File: config.mk
export PLATFORM = sky130hd
export DESIGN_NAME = josephus_order_generator_unit
export DESIGN_NICKNAME = d
export VERILOG_FILES = /design/src/design/jog_pkg.sv /design/src/design/jog_ring.sv /design/src/design/josephus_order_generator_unit.sv
export SDC_FILE = /design/constraint.sdc
export NUM_CORES = 1
export LEC_CHECK = 0
export BUFFER_PORTS_ARGS = -buffer_cell sky130_fd_sc_hd__buf_2
export CAP_MARGIN = 20
export CORE_ASPECT_RATIO = 0.9
export CORE_MARGIN = 2
export CORE_UTILIZATION = 40
export DETAILED_ROUTE_END_ITERATION = 12
export GPL_TIMING_DRIVEN = 0
export PLACE_DENSITY = 0.55
export SLEW_MARGIN = 10
export SYNTH_ARGS = -nofsm -noshare
export SYNTH_HDL_FRONTEND = slang
export SYNTH_SLANG_ARGS = --single-unit
File: constraint.sdc
create_clock -name i_clk -period 2.5 [get_ports i_clk]
set_input_delay 0.5 -clock i_clk [delete_from_list [all_inputs] [get_ports i_clk]]
set_output_delay 0.5 -clock i_clk [all_outputs]
set_load 0.02 [all_outputs]
File: src/design/jog_pkg.sv
// shared constants and types for the josephus order generator
// no dependencies; imported by jog_ring and josephus_order_generator_unit
`timescale 1ns / 1ps

package jog_pkg;

    // build size of the circle
    localparam int MAX_PEOPLE = 64;

    // cursor index width and count width (count reaches MAX_PEOPLE itself)
    localparam int IDX_W = $clog2(MAX_PEOPLE);
    localparam int CNT_W = $clog2(MAX_PEOPLE + 1);

    // configuration word width and a compare width that holds both
    localparam int CFG_W = 7;
    localparam int CMP_W = (CNT_W > CFG_W) ? CNT_W : CFG_W;

    // configuration register indexes
    localparam int CFG_IDX_W = 2;
    localparam logic [CFG_IDX_W-1:0] REG_PERSON_COUNT = 2'd0;
    localparam logic [CFG_IDX_W-1:0] REG_STEP_SIZE    = 2'd1;

    // output field width
    localparam int POS_W = 7;

    // control from the sequencer to the alive ring
    typedef struct packed {
        logic             load;      // refill positions 0..count-1 as alive
        logic [CNT_W-1:0] count;
        logic             kill;      // clear one alive bit
        logic [IDX_W-1:0] kill_idx;
    } t_ring_ctrl;

endpackage

File: src/design/jog_ring.sv
// alive mask of the circle with fill, kill and a single probe read
// depends on jog_pkg
`timescale 1ns / 1ps

module jog_ring
    import jog_pkg::*;
(
    input  logic             i_clk,
    input  logic             i_rst_n,
    input  t_ring_ctrl       i_ctrl,
    input  logic [IDX_W-1:0] i_probe_idx,
    output logic             o_probe_alive
);

    logic [MAX_PEOPLE-1:0] r_alive;
    logic [MAX_PEOPLE-1:0] n_alive;

    always_comb begin
        n_alive = r_alive;
        if (i_ctrl.load) begin
            // thermometer fill from the count
            for (int i = 0; i < MAX_PEOPLE; i++) begin
                n_alive[i] = (CNT_W'(i) < i_ctrl.count);
            end
        end else if (i_ctrl.kill) begin
            n_alive[i_ctrl.kill_idx] = 1'b0;
        end
    end

    always_ff @(posedge i_clk) begin
        if (!i_rst_n) begin
            r_alive <= '0;
        end else begin
            r_alive <= n_alive;
        end
    end

    assign o_probe_alive = r_alive[i_probe_idx];

endmodule

File: src/design/josephus_order_generator_unit.sv
// top level of the josephus order generator: config registers and step sequencer
// depends on jog_pkg and jog_ring
`timescale 1ns / 1ps

// Each accepted command (i_start high while o_busy is low) eliminates one position
// of the circle and returns it on o_position with o_last_flag, marked by a one-cycle
// o_done strobe; the receiver cannot stall, so the word must be taken in that cycle.
// A command with i_restart set, or any command after a finished order, first refills
// positions 1..person_count (zero read as one, capped at MAX_PEOPLE) and puts the
// cursor on position 1. Each command then makes m compare-subtract passes of the
// shared unit that reduce step_size-1 below the alive count (m <= 126, reached with one
// position left), probes s ring entries one per cycle to pass the skipped alive
// positions (under one lap, s <= 63), eliminates the cursor, and probes n entries
// to move the cursor onto the next alive position (n <= 63, none on the last one).
// The alive ring is read at one probe index per cycle, which sets the scan length.
// Configuration writes are always ready and take effect at the next command.

module josephus_order_generator_unit
    import jog_pkg::*;
(
    input  logic                 i_clk,
    input  logic                 i_rst_n,
    // command channel
    input  logic                 i_start,
    output logic                 o_busy,
    input  logic                 i_restart,
    // result channel
    output logic                 o_done,
    output logic [POS_W-1:0]     o_position,
    output logic                 o_last_flag,
    // configuration write channel
    input  logic                 i_cfg_valid,
    output logic                 o_cfg_ready,
    input  logic [CFG_IDX_W-1:0] i_cfg_index,
    input  logic [CFG_W-1:0]     i_cfg_data
);

    // sequencer states
    localparam logic [2:0] ST_IDLE = 3'd0;  // waiting for a command
    localparam logic [2:0] ST_MOD  = 3'd1;  // reduce skip modulo remaining
    localparam logic [2:0] ST_SCAN = 3'd2;  // pass skipped alive positions
    localparam logic [2:0] ST_ELIM = 3'd3;  // eliminate cursor, present word
    localparam logic [2:0] ST_NEXT = 3'd4;  // move cursor to next alive

    logic [2:0]       r_state,     n_state;
    logic [CNT_W-1:0] r_remaining, n_remaining;
    logic [IDX_W-1:0] r_cursor,    n_cursor;
    logic [CMP_W-1:0] r_skip,      n_skip;
    logic [CFG_W-1:0] r_person_count;
    logic [CFG_W-1:0] r_step_size;

    logic             accept;
    logic             new_order;
    logic [CMP_W-1:0] count_ext;
    logic [CNT_W-1:0] start_count;
    logic [CFG_W-1:0] step_eff;
    logic [CMP_W-1:0] skip_init;
    logic [CMP_W-1:0] rem_ext;
    logic [IDX_W-1:0] probe_idx;
    logic             probe_alive;
    t_ring_ctrl       ring_ctrl;

    // configuration registers, writes to unknown indexes are dropped
    assign o_cfg_ready = 1'b1;

    always_ff @(posedge i_clk) begin
        if (!i_rst_n) begin
            r_person_count <= CFG_W'(1);
            r_step_size    <= CFG_W'(1);
        end else if (i_cfg_valid && o_cfg_ready) begin
            unique case (i_cfg_index)
                REG_PERSON_COUNT: r_person_count <= i_cfg_data;
                REG_STEP_SIZE:    r_step_size    <= i_cfg_data;
                default:          ;
            endcase
        end
    end

    // count of a new order: zero reads as one, saturate at build size
    assign count_ext = CMP_W'(r_person_count);

    always_comb begin
        priority if (count_ext == '0) begin
            start_count = CNT_W'(1);
        end else if (count_ext > CMP_W'(MAX_PEOPLE)) begin
            start_count = CNT_W'(MAX_PEOPLE);
        end else begin
            start_count = CNT_W'(count_ext);
        end
    end

    // step zero behaves like one
    assign step_eff  = (r_step_size == '0) ? CFG_W'(1) : r_step_size;
    assign skip_init = CMP_W'(step_eff - CFG_W'(1));

    assign accept    = i_start && !o_busy;
    assign new_order = i_restart || (r_remaining == '0);
    assign rem_ext   = CMP_W'(r_remaining);

    // next ring index after the cursor, with wraparound
    assign probe_idx = (r_cursor == IDX_W'(MAX_PEOPLE - 1)) ? '0 : r_cursor + IDX_W'(1);

    always_comb begin
        n_state     = r_state;
        n_remaining = r_remaining;
        n_cursor    = r_cursor;
        n_skip      = r_skip;
        ring_ctrl   = '{load: 1'b0, count: start_count, kill: 1'b0, kill_idx: r_cursor};

        unique case (r_state)
            ST_IDLE: begin
                if (accept) begin
                    if (new_order) begin
                        ring_ctrl.load = 1'b1;
                        n_remaining    = start_count;
                        n_cursor       = '0;
                    end
                    n_skip  = skip_init;
                    n_state = ST_MOD;
                end
            end
            ST_MOD: begin
                // shared compare-subtract unit, one pass per cycle
                if (r_skip >= rem_ext) begin
                    n_skip = r_skip - rem_ext;
                end else if (r_skip == '0) begin
                    n_state = ST_ELIM;
                end else begin
                    n_state = ST_SCAN;
                end
            end
            ST_SCAN: begin
                n_cursor = probe_idx;
                if (probe_alive) begin
                    n_skip = r_skip - CMP_W'(1);
                    if (r_skip == CMP_W'(1)) begin
                        n_state = ST_ELIM;
                    end
                end
            end
            ST_ELIM: begin
                ring_ctrl.kill = 1'b1;
                n_remaining    = r_remaining - CNT_W'(1);
                if (r_remaining == CNT_W'(1)) begin
                    n_cursor = '0;
                    n_state  = ST_IDLE;
                end else begin
                    n_state = ST_NEXT;
                end
            end
            ST_NEXT: begin
                n_cursor = probe_idx;
                if (probe_alive) begin
                    n_state = ST_IDLE;
                end
            end
            default: begin
                n_state = ST_IDLE;
            end
        endcase
    end

    always_ff @(posedge i_clk) begin
        if (!i_rst_n) begin
            r_state     <= ST_IDLE;
            r_remaining <= '0;
            r_cursor    <= '0;
            r_skip      <= '0;
        end else begin
            r_state     <= n_state;
            r_remaining <= n_remaining;
            r_cursor    <= n_cursor;
            r_skip      <= n_skip;
        end
    end

    jog_ring u_ring (
        .i_clk         (i_clk),
        .i_rst_n       (i_rst_n),
        .i_ctrl        (ring_ctrl),
        .i_probe_idx   (probe_idx),
        .o_probe_alive (probe_alive)
    );

    // result word is shown for the single elimination cycle
    assign o_busy      = (r_state != ST_IDLE);
    assign o_done      = (r_state == ST_ELIM);
    assign o_position  = POS_W'(CNT_W'(r_cursor) + CNT_W'(1));
    assign o_last_flag = (r_state == ST_ELIM) && (r_remaining == CNT_W'(1));

    // a command always goes busy on the next cycle
    a_accept_busy: assert property (@(posedge i_clk) disable iff (!i_rst_n)
        accept |=> o_busy)
        else $error("accepted command did not raise busy");

    // alive count never exceeds the build size
    a_remaining_max: assert property (@(posedge i_clk) disable iff (!i_rst_n)
        r_remaining <= CNT_W'(MAX_PEOPLE))
        else $error("remaining count above build size");

    // the final word ends the order and parks the cursor
    a_last_ends: assert property (@(posedge i_clk) disable iff (!i_rst_n)
        (o_done && o_last_flag) |=> (r_remaining == '0 && r_cursor == '0 && !o_busy))
        else $error("order not closed after last word");

    // scanning always has at least one alive position left to pass
    a_scan_skip: assert property (@(posedge i_clk) disable iff (!i_rst_n)
        (r_state == ST_SCAN) |-> (r_skip != '0 && r_skip < rem_ext))
        else $error("scan entered with an out-of-range skip");

endmodule

==> impl_metrics.json <==
{
  "status": "finished with violations",
  "violations": "negative setup slack",
  "gp_congestion": 0.907,
  "irDropWorstVdd_v": 0.000439,
  "grt_overflow": 0,
  "fmax_mhz": 366,
  "final_antenna_net_count": 0,
  "num_rows": 43,
  "numPortBuffers": 22,
  "setup_viol": 7,
  "cp_top_family": "buffers and inverters",
  "cp_max_fo": 10,
  "ys_ff_latch": 101,
  "fin_ws_ns": -0.235,
  "critPathLaunch": "r_cursor[1]",
  "slew_headroom": 0.350,
  "drt_iter0_markers": 689,
  "seq_area_frac_synth": 0.328,
  "n_antenna_cell": 0,
  "syn-num-nets": 811,
  "synth_flop_cell": "dfxtp_1",
  "synth_area_mm2": 0.00616,
  "maxCapViolations": 0,
  "dpl-instance-area_mm2": 0.00655,
  "nFillCells": 1526,
  "grt_max_degree": 19,
  "cp.arrival_ns": 2.98,
  "core_area_mm2": 0.0152,
  "drt_wl_total_mm": 23.4,
  "final.period_utilization": 1.09,
  "power.total_w": 0.00731,
  "clkTransAtPathRegs_ns": 0.08,
  "cts_max_path_buffers": 2,
  "avgViaCountPerCell": 6.33,
  "cts_hold_buf": 0,
  "vias": 6526,
  "max_slew.worst_pin.slew_ns": 0.967,
  "r2r-start": "r_cursor[1]",
  "dp.final_hpwl_mm": 16.9,
  "async_flop_share": 0,
  "area_delta_synth_final_pct": 15.8,
  "htree_levels": 3,
  "synth_edf_count": 0,
  "hold_start": "i_cfg_data[0]",
  "fin_nets": 853,
  "antenna_found_initial": 0,
  "hp-class": "input port to flop",
  "route.detailed.drc": 0,
  "yosys.area.top_type": "dfxtp_1",
  "timing.critical_path.mode_cell": "buf_6",
  "synth.distinct_cells": 71,
  "syn_area_per_cell_um2": 7.87,
  "grt_first_pass_wirelength_mm": 35.4,
  "fin_area_mm2": 0.00713,
  "clock_sinks": 101,
  "die_w_um": 135,
  "synth_cells": 782,
  "p_leak_nw": 2.55,
  "start_kind": "flop",
  "fin_setup_tns_ns": -1.41,
  "start_util": 0.404,
  "crit_slowest_cell": "dfxtp_4",
  "r2r_cells": 13,
  "dr.pass1.iters": 5,
  "pin_count": 25,
  "cts_tree": "built",
  "grt_pass1_vias": 5967,
  "die_h_um": 122,
  "worstPathRequired_ns": 2.74,
  "cpPeakStageDelay_ns": 0.35,
  "reg2reg_to": "r_skip[2]",
  "hold_violations": 0,
  "cp_cell_sequence": "ha_4, xnor2_4, inv_4, buf_6, nand2_1, a311oi_1, a31oi_1, o211ai_1, buf_4, and3b_2, or2_1, buf_6, mux2i_1",
  "grt.total_usage": 0.286,
  "layout-drive-gt1-share": 0.163,
  "synth_top_area_frac": 0.328,
  "cp-end-kind": "flop",
  "critPathBufInv": 4,
  "die_area_mm2": 0.0164,
  "rrSetupSlack_ns": -0.23,
  "numCtsBuffers": 9,
  "wire_per_inst_um": 22.7,
  "synthTopCellsByArea": "dfxtp_1 (33%), o21ai_0 (6.7%), a211oi_1 (5.5%)",
  "slew_violations": 0,
  "path_depth": 13,
  "period_minus_slack_ns": 2.73,
  "power.density_mw_per_mm2": 1020,
  "yosys_warnings": 0,
  "root_buffer": "clkbuf_16",
  "rsz0062_at_grt": "true",
  "worstSetupPathType": "flop to flop",
  "finClkSkew_ns": 0.0183,
  "insertion_delay_ns": 0.37,
  "crit_path_end": "r_skip[2]"
}
[worst reg2reg max path: cells and delay by family (launching register included)]
kind	cells	cell delay [ns]
buffers and inverters	4	0.62
AND/OR/NAND/NOR	3	0.52
AO/OA/AOI/OAI	3	0.52
flip-flops	1	0.35
XOR/XNOR	1	0.31
adder cells (fa/ha/maj)	1	0.18
multiplexers	1	0.12
[layout by cell type (no fill, tap or decap), types with 21 or more instances in the layout]
| master | count |
|---|---|
| a211oi_1 | 45 |
| a21oi_1 | 54 |
| and3_1 | 21 |
| buf_2 | 28 |
| clkbuf_1 | 36 |
| dfxtp_1 | 97 |
| inv_1 | 21 |
| mux2i_1 | 24 |
| nand2_1 | 36 |
| nand3_1 | 21 |
| nor2_1 | 61 |
| nor3_1 | 22 |
| o211ai_1 | 33 |
| o21ai_0 | 82 |
[sequential cells by signal, indices dropped and copies added (netlist names)]
signal,flops
r_remaining,7
r_step_size,7
count_ext,7
r_cursor,6
r_state,3
u_ring.r_alive,64
r_skip,7
[metrics by stage]
stage / utilization / instances / worst slack [ns] / hold slack, ns
after detailed placement: 0.430 / 1007 / -0.588 / 0.483
after floorplan: - / 782 / 0.0110 / 0.452
after CTS: 0.461 / 1030 / -0.202 / 0.360
final: 0.468 / 1031 / -0.235 / 0.369
after global placement: 0.430 / 1006 / -0.762 / 0.473
after global routing: 0.468 / 1031 / -0.316 / 0.378
[cells by family after synthesis]
group	share of synthesized area
mux	0.0506
simple gates	0.185
flops	0.328
compound gates	0.313
buf+inv	0.0624
xor+xnor	0.0284
other cells	0.000609
fa+ha+maj	0.0317
[how the worst min path moves through the flow]
stage	to	depth (start not counted)
after floorplan	u_ring.r_alive[10]	2
after global placement	r_remaining[6]	2
after detailed placement	u_ring.r_alive[26]	2
after CTS	r_step_size[0]	3
after global routing	r_step_size[0]	3
final	r_step_size[0]	3
[where the power goes]
group          switching, W  internal (W)
sequential         0.000303       0.00197
clock              0.000703      0.000693
combinational       0.00221       0.00144
[synth_stat cells, types with 6 or more instances]
library cell and instances:
a211oi_1 45, a221oi_1 8, xnor2_1 10, nor2_1 65, buf_1 7, nor2b_1 18
ha_1 14, o21ai_0 83, clkbuf_1 50, nor3_1 23, a21oi_1 55, o22a_1 6
buf_2 6, o211ai_1 33, a22oi_1 9, nand2_1 40, or3_1 9, and3_1 22
dfxtp_1 101, o22ai_1 10, o31ai_1 6, nand3_1 24, a31oi_1 11, mux2i_1 24
inv_1 21
[area by class of cell]
class	instances	area (µm²)	area share
flip-flops and latches	101	2030	0.285
clock buffers	10	229	0.0321
multi-input cells	588	3930	0.551
inverters	24	93.8	0.0132
repair buffers	35	205	0.0288
plain buffers	65	339	0.0475
well taps	202	253	0.0354
clock inverters	6	56.3	0.00789
[routing by layer]
layer,up-vias,track usage,part of all wire
met5,-,0,0
met4,0,0.107,0.031
met3,53,0.0720,0.10
met2,346,0.402,0.40
met1,3144,0.419,0.46
li1,2983,-,-
[what timing repair did]
action                                  4_1_cts  5_1_grt
buffers inserted                              8        4
pin swaps                                    10        5
gates resized for setup                      41       37
endpoints found under the setup margin       73       78
Power figures use the tool's default switching activity.
